<file path="config.mk">
export PLATFORM = sky130hd
export DESIGN_NAME = dbd_queue
export DESIGN_NICKNAME = d
export VERILOG_FILES = /design/src/hdl/dbd_pkg.sv /design/src/hdl/dbd_queue.sv
export SDC_FILE = /design/constraint.sdc
export NUM_CORES = 1
export LEC_CHECK = 0
export ABC_AREA = 1
export BUFFER_PORTS_ARGS = -buffer_cell sky130_fd_sc_hd__buf_2
export CAP_MARGIN = 20
export CORE_ASPECT_RATIO = 1.2
export CORE_MARGIN = 2
export CORE_UTILIZATION = 40
export DETAILED_ROUTE_END_ITERATION = 6
export PLACE_DENSITY = 0.62
export SKIP_LAST_GASP = 1
export SLEW_MARGIN = 0
export SYNTH_ARGS = -nofsm -noshare
export SYNTH_HDL_FRONTEND = slang
export SYNTH_SLANG_ARGS = --single-unit
export TNS_END_PERCENT = 1
</file>
<file path="constraint.sdc">
create_clock -name clk -period 8.9 [get_ports clk]
set_input_delay 2.225 -clock clk [delete_from_list [all_inputs] [get_ports clk]]
set_output_delay 2.225 -clock clk [all_outputs]
set_load 0.01 [all_outputs]
</file>
<file path="src/hdl/dbd_pkg.sv">
// ============================================================================
// Detection box decode package
// Shared widths, the configuration bundle, the candidate record passed from
// the front end to the back end, and the register index codes.
// ============================================================================
`default_nettype none

package dbd_pkg;

  localparam int BOX_W       = 16;   // Q12.4 box channel
  localparam int SCORE_W     = 16;   // Q0.16 score
  localparam int CLASS_W     = 7;    // signed class index, also class count width
  localparam int INDEX_BITS  = 16;   // candidate index width
  localparam int COORD_W     = 14;   // frame pixel coordinate
  localparam int PAD_W       = 12;
  localparam int SCALE_W     = 24;   // unsigned Q8.16
  localparam int MAX_CLASSES = 64;

  // Edge in Q.5: 2*c +/- w - 32*pad, signed.
  localparam int EDGE_W      = 19;
  localparam int PROD_W      = EDGE_W + SCALE_W + 1;
  localparam int ROUND_SHIFT = 21;
  localparam int ROUND_W     = PROD_W - ROUND_SHIFT;

  localparam int QUEUE_DEPTH = 4;
  localparam int QPTR_W      = $clog2(QUEUE_DEPTH);

  localparam int DATA_W      = 32;
  localparam int ADDR_W      = 5;

  typedef enum logic [2:0] {
    REG_CONF_THRESHOLD = 3'd0,
    REG_PAD_X          = 3'd1,
    REG_PAD_Y          = 3'd2,
    REG_INV_SCALE      = 3'd3,
    REG_FRAME_WIDTH    = 3'd4,
    REG_FRAME_HEIGHT   = 3'd5,
    REG_CLASS_COUNT    = 3'd6
  } reg_idx_t;

  typedef struct packed {
    logic [SCORE_W-1:0] conf_threshold;
    logic [PAD_W-1:0]   pad_x;
    logic [PAD_W-1:0]   pad_y;
    logic [SCALE_W-1:0] inv_scale;
    logic [COORD_W-1:0] frame_width;
    logic [COORD_W-1:0] frame_height;
    logic [CLASS_W-1:0] class_count;
  } cfg_t;

  typedef struct packed {
    logic [BOX_W-1:0]          cx;
    logic [BOX_W-1:0]          cy;
    logic [BOX_W-1:0]          w;
    logic [BOX_W-1:0]          h;
    logic [SCORE_W-1:0]        score;
    logic signed [CLASS_W-1:0] class_id;
    logic [INDEX_BITS-1:0]     index;
  } cand_t;

endpackage

`default_nettype wire

</file>
<file path="src/hdl/dbd_queue.sv">
// ============================================================================
// Detection box decode candidate queue
// Short first-in first-out buffer of candidate records between the front
// end and the arithmetic back end.
// ============================================================================
`default_nettype none

module dbd_queue (
  input  wire                 clk,
  input  wire                 rst,
  input  wire                 push,
  input  wire dbd_pkg::cand_t push_data,
  output logic                full,
  input  wire                 pop,
  output logic                q_valid,
  output dbd_pkg::cand_t      q_data
);
  import dbd_pkg::*;

  cand_t             entries [QUEUE_DEPTH];
  logic [QPTR_W-1:0] rd_ptr;
  logic [QPTR_W-1:0] wr_ptr;
  logic [QPTR_W:0]   count;
  logic              do_push;
  logic              do_pop;

  assign full    = count == (QPTR_W+1)'(QUEUE_DEPTH);
  assign q_valid = count != '0;
  assign q_data  = entries[rd_ptr];
  assign do_push = push && !full;
  assign do_pop  = pop && q_valid;

  always_ff @(posedge clk) begin
    if (rst) begin
      rd_ptr <= '0;
      wr_ptr <= '0;
      count  <= '0;
    end else begin
      if (do_push) begin
        wr_ptr <= wr_ptr + QPTR_W'(1);
      end
      if (do_pop) begin
        rd_ptr <= rd_ptr + QPTR_W'(1);
      end
      if (do_push && !do_pop) begin
        count <= count + (QPTR_W+1)'(1);
      end else if (do_pop && !do_push) begin
        count <= count - (QPTR_W+1)'(1);
      end
    end
  end

  always_ff @(posedge clk) begin
    if (do_push) begin
      entries[wr_ptr] <= push_data;
    end
  end

endmodule

`default_nettype wire

</file>
==> out/metrics.csv <==
metric,value,unit
post-synth top area share,78.8,%
CP max-delay cell,buf_4,
row count,79,
Final Skew,0.0136,ns
Worst-Skew Late Latency,0.53,ns
LEAKAGE,6.46,nW
"commonest non-fill, non-tap cells in the layout","412 x edfxtp_1, 216 x nor2_1, 211 x buf_2",
first-pass GRT wire length,51500,um
DRC viols,0,
share of cells above drive strength 1,22.3,%
post_cts resized,0,
YS warnings,0,
CP endpoint kind,output port,
Nets,1381,
largest net degree at the start of global routing,114,
Slew headroom,29.2,%
Inserted Clock Buffers,43,
maximum clock rate,0.182,GHz
Startpoint Class,flop,
Wirelength per Cell,18.5,um
worst slew pin tran,1.06,ns
I/O Buffers,211,
# setup viols final,0,
Worst path top cell family by delay,buffers and inverters,
synthesized netlist cell count,1065,
VDD IR max,0.180,mV
outcome,"complete, no violations",
HP Class,reg -> reg,
Total GRT Usage,16.3,%
post-route cell area,18600,um2
syn_area_per_cell,14.7,um2
crit path cell chain,inv_6 -> buf_4 -> o21ai_0 -> o22ai_1 -> buf_2,
number of fill cells in the layout,3395,
most common library cell in the layout ignoring fill and taps,edfxtp_1,
top post-synthesis cells by area,"edfxtp_1 79%, o21ai_0 6.4%, nor2_1 5.3%",
"Cell Area, Synth",15700,um2
H-tree depth,2,
cell count after placement,1746,
CORE AREA,38700,um2
Die X,185,um
TritonRoute pass-1 iters,4,
post-DP HPWL,18100,um
initial antenna violation count,11,
Setup TNS Final,0,ns
DR vias/cell,5.09,
"Req. time, crit path",6.68,ns
CTS root buffer,clkbuf_16,
total number of vias,9312,
Worst path max stage delay,0.85,ns
RSZ-0062 raised after global routing,no,
Fin. Hold Viols,0,
worst path buffer plus inverter count,3,
Clock transition at path regs,0.06,ns
Final Routed Wirelength,33900,um
Slew Limit Fails,0,
ANT nets after route,0,
Die ar.,40900,um2
"Period Utilization, post-route",61.6,%
CTS Sinks,421,
FF-to-FF setup slack,6.52,ns
Synth cell types,19,
vias in the first global route,9215,
CTS tree,done,
DRT iter0 DRCs,706,
"Data arrival, critical path",3.26,ns
routability cong.,0.749,
"Max FO, Critical Path",113,
die height,221,um
Initial Utilization,40.5,%
Max Cap Viol,0,
postcts setup bufs,0,
critical path type,reg -> out,
clk buf depth,3,
Ports,212,
Post-Place Cell Area,17200,um2
CTS Hold Bufs,0,
net count of the mapped netlist,1178,
Final Critical Period,5.49,ns
Yosys top cell by area,edfxtp_1,
#FFs+latches synth,421,
Area Growth Syn to Fin,18.6,%
Power Density,291,nW/um2
GRT overflow,0,
"Seq/Total Area, Yosys",79.9,%
Finished Layout Cells,1830,
## through the flow
step / worst slack, ns / util [%] / hold slack [ns] / total power, mW
after floorplan: 1.71 / - / 0.459 / 3.28
after global placement: 3.95 / 44.3 / 0.488 / 3.71
after detailed placement: 3.89 / 44.3 / 0.511 / 3.74
after global routing: 3.10 / 48.0 / 0.545 / 5.69
after CTS: 3.32 / 47.9 / 0.527 / 5.49
final: 3.41 / 48.1 / 0.523 / 5.42
## per-layer routing
metal	part of all wire, %	vias to the layer above	GRT usage [%]
met4	2.1	14	4.51
met3	7.2	62	4.99
met5	0.26	-	0
met1	42	4601	20.3
met2	49	223	27.6
li1	-	4412	-
## layout make-up
class / count / area (um2) / area share, %
timing repair buffer: 225 / 1220 / 6.57
clock buffer: 54 / 1160 / 6.23
antenna: 5 / 12.5 / 0.0672
clock inverter: 22 / 211 / 1.14
tap: 526 / 658 / 3.53
inverter: 17 / 68.8 / 0.370
multi-input combinational: 560 / 2730 / 14.6
sequential: 421 / 12600 / 67.5
## synthesized netlist by cell type
| cell type | count |
|---|---|
| buf_4 | 5 |
| fa_1 | 1 |
| inv_6 | 1 |
| ha_1 | 5 |
| xor2_1 | 1 |
| dfxtp_1 | 9 |
| o21ai_0 | 201 |
| nand3b_1 | 1 |
| edfxtp_1 | 412 |
| a21oi_1 | 3 |
| clkbuf_1 | 40 |
| inv_1 | 16 |
| o21ai_1 | 6 |
| nor2_1 | 220 |
| o22ai_1 | 103 |
| nand3_1 | 4 |
| nand2_1 | 15 |
| buf_2 | 8 |
| buf_6 | 14 |
## cell families after synthesis
logic type	after synthesis	share of synthesized area [%]
simple gates	240	5.79
fa+ha+maj	6	0.526
buf+inv	84	2.89
xor+xnor	1	0.0558
flops	421	79.9
compound gates	313	10.8
## worst min-delay path: stages, from the launching register on
cell and delay (ns):
dfxtp_1 0.33, nand2_1 0.07, a21oi_1 0.08
## state kept, by name, indices dropped and copies added, names as in the netlist, named ones only
register  flops
entries     412
wr_ptr        2
rd_ptr        2
count         3
## worst paths after layout
check             from             end  cells after the start
max               flop      q_data[56]                      5
min          rd_ptr[1]            flop                      2
min reg2reg  rd_ptr[1]            flop                      2
max reg2reg   count[0]  entries[0][42]                      6
## power breakdown
part	internal (mW)	switching, mW
combinational	0.387	0.806
sequential	2.41	0.0757
clock	1.04	0.703
Note: power is estimated with default switching activity, not from simulation.
