## config.mk

```make
export PLATFORM = sky130hd
export DESIGN_NAME = dbd_front
export DESIGN_NICKNAME = d
export VERILOG_FILES = /design/src/hdl/dbd_pkg.sv /design/src/hdl/dbd_front.sv
export SDC_FILE = /design/constraint.sdc
export NUM_CORES = 1
export LEC_CHECK = 0
export ABC_AREA = 1
export BUFFER_PORTS_ARGS = -buffer_cell sky130_fd_sc_hd__buf_2
export CAP_MARGIN = 40
export CORE_MARGIN = 1
export CORE_UTILIZATION = 50
export CTS_CLUSTER_DIAMETER = 30
export DETAILED_ROUTE_END_ITERATION = 16
export PLACE_DENSITY = 0.81
export SLEW_MARGIN = 20
export SYNTH_ARGS = -nofsm -noshare
export SYNTH_HDL_FRONTEND = slang
export SYNTH_SLANG_ARGS = --single-unit
```

## constraint.sdc

```tcl
create_clock -name clk -period 3.5 [get_ports clk]
set_input_delay 0.175 -clock clk [delete_from_list [all_inputs] [get_ports clk]]
set_output_delay 0.175 -clock clk [all_outputs]
set_load 0.05 [all_outputs]
```

## src/hdl/dbd_pkg.sv

```systemverilog
// ============================================================================
// Detection box decode package
// Shared widths, the configuration bundle, the candidate record passed from
// the front end to the back end, and the register index codes.
// ============================================================================
`default_nettype none

package dbd_pkg;

  localparam int BOX_W       = 16;   // Q12.4 box channel
  localparam int SCORE_W     = 16;   // Q0.16 score
  localparam int CLASS_W     = 7;    // signed class index, also class count width
  localparam int INDEX_BITS  = 16;   // candidate index width
  localparam int COORD_W     = 14;   // frame pixel coordinate
  localparam int PAD_W       = 12;
  localparam int SCALE_W     = 24;   // unsigned Q8.16
  localparam int MAX_CLASSES = 64;

  // Edge in Q.5: 2*c +/- w - 32*pad, signed.
  localparam int EDGE_W      = 19;
  localparam int PROD_W      = EDGE_W + SCALE_W + 1;
  localparam int ROUND_SHIFT = 21;
  localparam int ROUND_W     = PROD_W - ROUND_SHIFT;

  localparam int QUEUE_DEPTH = 4;
  localparam int QPTR_W      = $clog2(QUEUE_DEPTH);

  localparam int DATA_W      = 32;
  localparam int ADDR_W      = 5;

  typedef enum logic [2:0] {
    REG_CONF_THRESHOLD = 3'd0,
    REG_PAD_X          = 3'd1,
    REG_PAD_Y          = 3'd2,
    REG_INV_SCALE      = 3'd3,
    REG_FRAME_WIDTH    = 3'd4,
    REG_FRAME_HEIGHT   = 3'd5,
    REG_CLASS_COUNT    = 3'd6
  } reg_idx_t;

  typedef struct packed {
    logic [SCORE_W-1:0] conf_threshold;
    logic [PAD_W-1:0]   pad_x;
    logic [PAD_W-1:0]   pad_y;
    logic [SCALE_W-1:0] inv_scale;
    logic [COORD_W-1:0] frame_width;
    logic [COORD_W-1:0] frame_height;
    logic [CLASS_W-1:0] class_count;
  } cfg_t;

  typedef struct packed {
    logic [BOX_W-1:0]          cx;
    logic [BOX_W-1:0]          cy;
    logic [BOX_W-1:0]          w;
    logic [BOX_W-1:0]          h;
    logic [SCORE_W-1:0]        score;
    logic signed [CLASS_W-1:0] class_id;
    logic [INDEX_BITS-1:0]     index;
  } cand_t;

endpackage

`default_nettype wire

```

## src/hdl/dbd_front.sv

```systemverilog
// ============================================================================
// Detection box decode front end
// Takes one channel word per cycle unless q_full, captures the box channels,
// tracks the running best class, queues each candidate passing the threshold.
// ============================================================================
`default_nettype none

module dbd_front (
  input  wire                           clk,
  input  wire                           rst,
  input  wire logic [dbd_pkg::BOX_W-1:0] chan_value,
  input  wire                           chan_valid,
  output logic                          chan_stall,
  input  wire dbd_pkg::cfg_t            cfg,
  input  wire                           q_full,
  output logic                          push,
  output dbd_pkg::cand_t                push_data
);
  import dbd_pkg::*;

  logic [CLASS_W-1:0]        chan_count;
  logic [SCORE_W-1:0]        best_score;
  logic signed [CLASS_W-1:0] best_class;
  logic [BOX_W-1:0]          box_regs [4];
  logic [INDEX_BITS-1:0]     cand_count;

  logic                      accept;
  logic                      is_box;
  logic                      last;
  logic [CLASS_W-1:0]        ncls;
  logic [CLASS_W-1:0]        pos;
  logic [SCORE_W-1:0]        best_score_next;
  logic signed [CLASS_W-1:0] best_class_next;

  always_comb begin
    if (cfg.class_count == '0) begin
      ncls = CLASS_W'(1);
    end else if (cfg.class_count > CLASS_W'(MAX_CLASSES)) begin
      ncls = CLASS_W'(MAX_CLASSES);
    end else begin
      ncls = cfg.class_count;
    end
  end

  assign chan_stall = q_full;
  assign accept     = chan_valid && !q_full;
  assign is_box     = chan_count < CLASS_W'(4);
  assign pos        = chan_count - CLASS_W'(4);
  assign last       = !is_box && ((pos + CLASS_W'(1)) >= ncls);

  always_comb begin
    best_score_next = best_score;
    best_class_next = best_class;
    if (chan_value > best_score) begin
      best_score_next = chan_value;
      best_class_next = $signed(pos);
    end
  end

  assign push = accept && last && (best_score_next >= cfg.conf_threshold);

  always_comb begin
    push_data.cx       = box_regs[0];
    push_data.cy       = box_regs[1];
    push_data.w        = box_regs[2];
    push_data.h        = box_regs[3];
    push_data.score    = best_score_next;
    push_data.class_id = best_class_next;
    push_data.index    = cand_count;
  end

  always_ff @(posedge clk) begin
    if (rst) begin
      chan_count <= '0;
      best_score <= '0;
      best_class <= '1;
      cand_count <= '0;
    end else if (accept) begin
      if (is_box) begin
        chan_count <= chan_count + CLASS_W'(1);
      end else if (last) begin
        chan_count <= '0;
        best_score <= '0;
        best_class <= '1;
        cand_count <= cand_count + INDEX_BITS'(1);
      end else begin
        chan_count <= chan_count + CLASS_W'(1);
        best_score <= best_score_next;
        best_class <= best_class_next;
      end
    end
  end

  always_ff @(posedge clk) begin
    if (accept && is_box) begin
      box_regs[chan_count[1:0]] <= chan_value;
    end
  end

endmodule

`default_nettype wire

```

==> results of run 1 <==
final cells by class:
| type | instances | area (µm²) |
|---|---|---|
| fill | 892 | 3850 |
| multi-input combinational | 420 | 2910 |
| sequential | 110 | 2850 |
| timing repair buffer | 167 | 958 |
| inverter | 97 | 372 |
| clock buffer | 9 | 225 |
| tap | 143 | 179 |
| clock inverter | 7 | 72.6 |
critical path: cells and delay by family, from the launching register on:
family          cells  cell delay [ns]
simple gates       13             1.19
fa+ha+maj           2             0.56
buf+inv             6             0.55
flops               1             0.34
compound gates      2             0.25
cells in the final DEF (no fill, tap or decap), types with 8 or more instances in the layout:
cell / count
a21oi_1: 48
and2_4: 12
buf_2: 146
buf_4: 10
clkbuf_16: 9
dfxtp_1: 38
dfxtp_2: 8
edfxtp_1: 64
ha_1: 31
ha_4: 16
inv_1: 89
nand2_1: 127
nand2_2: 11
nand3_1: 43
nand3_2: 10
nor2_1: 26
nor3_1: 8
o21ai_0: 17
xor2_1: 15
metal layers:
metal,global-route usage,vias up
met3,0.0364,33
met2,0.394,171
met4,0.0761,0
met5,0,-
met1,0.274,2303
li1,-,2435
metrics by stage:
step	setup TNS [ns]	cells
2_1_floorplan	0	643
3_3_place_gp	0	923
3_5_place_dp	0	926
4_1_cts	0	942
5_1_grt	-0.0714	953
6_report	0	953
sequential cells by signal (all words and copies together), names as in the netlist:
| name | flops |
|---|---|
| box_regs | 64 |
| best_score | 16 |
| cand_count | 16 |
| best_class | 7 |
| chan_count | 7 |
power groups by stage:
stage	combinational (mW)	sequential, mW	clock, mW
6_report	0.562	1.39	1.02
5_1_grt	0.604	1.39	1.08
4_1_cts	0.448	1.39	1.03
3_5_place_dp	0.436	1.42	0
3_3_place_gp	0.422	1.42	0
2_1_floorplan	0.268	1.46	0
repair_timing:
item	4_1_cts	5_1_grt
setup endpoints to repair	1	1
hold buffers	0	0
resized for setup	14	84
endpoints found under the hold margin	0	0
pin swaps	4	29
setup buffers	0	12
how the worst min path moves through the flow:
stage	from	slack, ns	end
final	chan_value[0]	0.05	box_regs[0][0]$_DFFE_PP_
after global routing	chan_value[0]	0.05	box_regs[3][0]$_DFFE_PP_
after CTS	chan_value[0]	0.05	box_regs[0][0]$_DFFE_PP_
after detailed placement	chan_value[0]	0.42	box_regs[0][0]$_DFFE_PP_
after global placement	chan_value[0]	0.40	box_regs[0][0]$_DFFE_PP_
after floorplan	rst	0.27	best_class[0]$_SDFFE_PP1P_
cells by family after synthesis:
group	after synthesis	synth area share
flops	110	0.486
xor+xnor	21	0.0314
compound gates	80	0.0704
simple gates	272	0.226
fa+ha+maj	47	0.101
buf+inv	113	0.0858
==> metrics.txt, run 1 <==
FF-to-FF Start=chan_count[2]$_SDFFE_PP0P_; met2 WL=around 7000 µm; Cells after Synth=~640; Netlist cell types=36; Final Routed Wirelength=~14000 µm; Hold Crit Class=input pin to flip-flop; DRC Markers=0; Ports=224; first-pass GRT wire length=around 21000 µm; Commonest cells post-synth=138 x nand2_1, 93 x inv_1, 64 x edfxtp_1; hold_ws=0.0521 ns; Setup WS post-layout=0.0588 ns; Max Transition Viols Final=0; Synth Area per Inst=9.10 µm²; syn nets=809; ant diodes=0; Die Y-Extent=between 100 and 150 µm; Area after DPL=a little under 7000 µm²; Switch Pwr=a little under 0.9 mW; DRT Pass-1 Iters=5; Num CTS Buffers=9; Most common cell on crit path=nand2_1; WL per Instance=~15 µm; Yosys top cell by area=edfxtp_1; Layout Utilization=0.663; met3 WL=between 700 and 800 µm; DRT iter0 DRCs=roughly 270; run status=finished clean; CTS Root Cell=clkbuf_16; antenna violations before repair=0; CTS tree=yes; clk_skew=approximately 0.0077 ns; clk_lat worst skew=0.35 ns; worst reg2reg path depth=14; Final ANT Viol Nets=0; Setup violations, final=0; Finished Cell Area=between 7000 and 8000 µm²; switch share=0.298; register bit total from synthesis=110; Final Hold Vio Count=0; Crit Path Class=flip-flop to output pin; CTS Sinks=between 100 and 150; Fmax achieved=roughly 0.29 GHz; Longest Clk Path Bufs=2; H-tree depth=3; min cycle time layout=about 3.4 ns; met1 WL=5900 µm; share of cells above drive strength 1=0.349; Clk pin slew, worst setup/hold paths=around 0.08 ns; synth top area cells=edfxtp_1 33%, dfxtp_1 16%, ha_1 10%; Seq pwr share=0.467; DPL Wire Length=9510 µm; pre-CTS WS=roughly 0.16 ns; Slew headroom=0.552; die area=12100 µm²; CP max stage cell=dfxtp_2; VDD IR max=264 µV; most frequent cell after synthesis=nand2_1; EDFF count, synth=64; P&R area growth vs syn=29.4%; pin count of the biggest net entering global routing=33; crit path to=push; Pint=around 2.1 mW; Slew @ Worst Pin=roughly 0.67 ns; CP max stage delay=0.34 ns; Row Count=39; Core ar.=11400 µm²; number of global-route vias before repair=4426; critical path, cell by cell=inv_1 > ha_1 > nand2_2 > inv_1 > nand2_1 > nand2_2 > a21oi_4 > nand3_4 > nand2_8 > buf_8 > buf_6 > nand2_2 > and2_4 > ha_4 > nand2_1 > nor2_2 > nand2_1 > o211ai_1 > nand2_1 > nand3_2 > nand2_1 > inv_2 > buf_8; Post-synth ARST share=0; Power Total=~3.0 mW; Worst Hold Path Cells=1; Power Density=approximately 390 nW/µm²; port buffer count=roughly 150; part of the power in the clock network=0.344; synthesized area=5850 µm²; Starting Density=0.512; Die Wd=110 µm; Vias/cell=5.19; sequential area share after synthesis=0.486; gr usage total=0.223; crit path max fanout=7; Worst R2R End=best_score[13]$_SDFFE_PP0P_; ys flop type=edfxtp_1; # Max-Cap Violations=0; DR top layer=met4; Synth top area share=0.328; worst reg-to-reg setup slack=a little under 0.5 ns; leak pwr=roughly 3.3 nW; Setup crit end kind=output pin; critical path startpoint=best_score[10]$_SDFFE_PP0P_; combinational power share=0.189; # nets final=a little under 1k; Yosys warnings=0; WP data required=roughly 3.3 ns; Critical Path AT=~3.3 ns; Setup crit start kind=flip-flop; GRT overflow=0; routability cong.=~0.9; vias=around 4.9k; fin crit share=0.983
Note: power is estimated with default switching activity, not from simulation.
==> run 2: changes to the inputs <==
Settings changed: BUFFER_PORTS_ARGS -buffer_cell sky130_fd_sc_hd__buf_2 to -buffer_cell sky130_fd_sc_hd__clkbuf_2.
==> run 2 against run 1 <==
Design area is 2.2% higher. Clock-buffer cell count stayed put. Critical path depth is 2 lower. Maximum frequency is 0.17% lower. Setup slack worse by 0.0060 ns. Register-to-register slack hardly changed.
==> metrics.txt, run 2 (synthesis gave the netlist of run 1 again) <==
Final TNS setup=0 ns; WL per Instance=between 15 and 20 µm; ant diodes=0; vias=approximately 5.0k; area of the multi-input gates=3000 µm²; Worst R2R End=best_score[12]$_SDFFE_PP0P_; Seq. cell area=approximately 2900 µm²; DRT iter0 DRCs=250; port buffer count=~150; Setup crit start kind=flip-flop; GRT overflow=0; Setup violations, final=0; Power Density=about 400 nW/µm²; Final Routed Wirelength=roughly 15000 µm; Ports=between 200 and 250; dpl cells=about 930; Final ANT Viol Nets=0; fin crit share=0.985; Slew headroom=0.479; HP Start=chan_value[0]; Fill cells=~830; crit path max fanout=5; Fmax achieved=about 0.29 GHz; clk_lat worst skew=~0.35 ns; Hold Crit Class=input pin to flip-flop; die area=approximately 12000 µm²; Critical Path AT=3.27 ns; min cycle time layout=~3.4 ns; Row Count=39; run status=finished clean; Num CTS Buffers=9; Die Wd=110 µm; commonest non-fill, non-tap cells in the layout=146 x clkbuf_2, 122 x nand2_1, 85 x inv_1, 64 x edfxtp_1, 49 x a21oi_1; Worst Hold Path Cells=1; # Max-Cap Violations=0; hold path endpoint=box_regs[2][0]$_DFFE_PP_; non-filler cells, final=between 900 and 1k; worst reg2reg path depth=14; Setup crit end kind=output pin; leak pwr=3.35 nW; Core ar.=approximately 11000 µm²; Max Transition Viols Final=0; CTS Root Cell=clkbuf_16; Slew @ Worst Pin=between 0.7 and 0.8 ns; CTS Sinks=110; Longest Clk Path Bufs=2; max reg flops=64; number of global-route vias before repair=approximately 4.4k; FF-to-FF Start=chan_count[2]$_SDFFE_PP0P_; H-tree depth=3; Crit Path Class=flip-flop to output pin; pin count of the biggest net entering global routing=33; Clk pin slew, worst setup/hold paths=roughly 0.07 ns; P&R area growth vs syn=32.2%; WP data required=~3.3 ns; Final Hold Vio Count=0; CP max stage delay=~0.34 ns; first-pass GRT wire length=about 21000 µm; Vias/cell=around 5.2; CTS tree=yes; Most common cell on crit path=nand2_2; family with the most delay on the worst path=simple AND/OR/NAND/NOR gates; Worst Path Buf+Inv=5; Starting Density=0.512; DRC Markers=0; Post-CTS Hold Fix Bufs=0; most common cell after layout, fill and taps aside=clkbuf_2; DRT Pass-1 Iters=4; Die Y-Extent=110 µm; DPL Wire Length=between 9000 and 10000 µm; VDD IR max=300 µV; critical path, cell by cell=inv_2 > ha_4 > nand2_2 > nor2_4 > nand2_4 > nor2_4 > nand2_2 > nand3_4 > buf_8 > nand3_4 > and2_4 > ha_4 > nand2_1 > inv_1 > nand3_2 > nor3_4 > nand3_1 > nand3_2 > nand2_2 > inv_2 > buf_12; CP max stage cell=dfxtp_2; gr usage total=0.222; # nets final=~980; routability cong.=a little over 0.9; clk_skew=around 0.0049 ns; antenna violations before repair=0; worst reg-to-reg setup slack=0.49 ns; share of cells above drive strength 1=0.368
## run 2: changes by cell type in the layout (fill, tap and decap cells not counted), sizes merged
cell and change:
buf -141, bufinv +2, clkbuf +146, inv -2, nand2 +1
## run 2: worst max path at each step
| stage | from | endpoint | slack [ns] | depth (start not counted) |
|---|---|---|---|---|
| 4_1_cts | best_score[9]$_SDFFE_PP0P_ | push | 0.006 | 21 |
| 6_report | best_score[11]$_SDFFE_PP0P_ | push | 0.05 | 21 |
| 3_5_place_dp | best_score[11]$_SDFFE_PP0P_ | push | 0.14 | 21 |
| 2_1_floorplan | best_score[15]$_SDFFE_PP0P_ | push | 0.30 | 21 |
| 5_1_grt | best_score[11]$_SDFFE_PP0P_ | push | -0.09 | 21 |
| 3_3_place_gp | best_score[11]$_SDFFE_PP0P_ | push | 0.20 | 21 |
## run 2: metal layers
metal	global-route usage	wire length [µm]
met4	0.0959	300
met5	0	0
met2	0.378	7370
met1	0.281	5980
met3	0.0341	874
## run 2: through the flow
stage / hold WS [ns] / setup WS [ns] / total power, mW / cell area [µm²] / util
6_report: 0.0609 / 0.0527 / 3.09 / 7730 / 0.677
4_1_cts: 0.0520 / 0.00615 / 3.01 / 7260 / 0.636
2_1_floorplan: 0.271 / 0.301 / 1.73 / 5850 / -
3_3_place_gp: 0.410 / 0.204 / 1.84 / 6700 / 0.587
3_5_place_dp: 0.416 / 0.144 / 1.86 / 6740 / 0.590
5_1_grt: 0.0551 / -0.0914 / 3.19 / 7730 / 0.677
## run 2: where the power goes
group	switching, mW	internal [mW]	total, mW
Clock	0.488	0.639	1.13
Combinational	0.377	0.201	0.578
Sequential	0.00562	1.38	1.39
Total	0.871	2.22	3.09
## run 2: layout make-up
type | instances | share of cell area
tap | 143 | 0.0231
inverter | 97 | 0.0477
clock inverter | 7 | 0.0139
clock buffer | 9 | 0.0291
multi-input combinational | 421 | 0.388
timing repair buffer | 172 | 0.129
sequential | 110 | 0.369
## run 2: timing repair
action / in CTS / in global routing
resized for setup: 23 / 88
gates cloned: 2 / 0
pin swaps: 12 / 34
endpoints found under the hold margin: 0 / 0
setup endpoints to repair: 1 / 1
buffers inserted: 7 / 9
## run 2: worst reg2reg max path: stages, from the launching register on
cell     delay, ns
dfxtp_1       0.44
inv_2         0.11
ha_1          0.25
xnor2_2       0.20
inv_1         0.08
nand3_1       0.09
nor2_1        0.06
xor2_1        0.16
ha_1          0.34
a21oi_1       0.15
o21a_1        0.18
nand3_4       0.15
nor2_4        0.40
nand3_1       0.18
a21oi_1       0.15
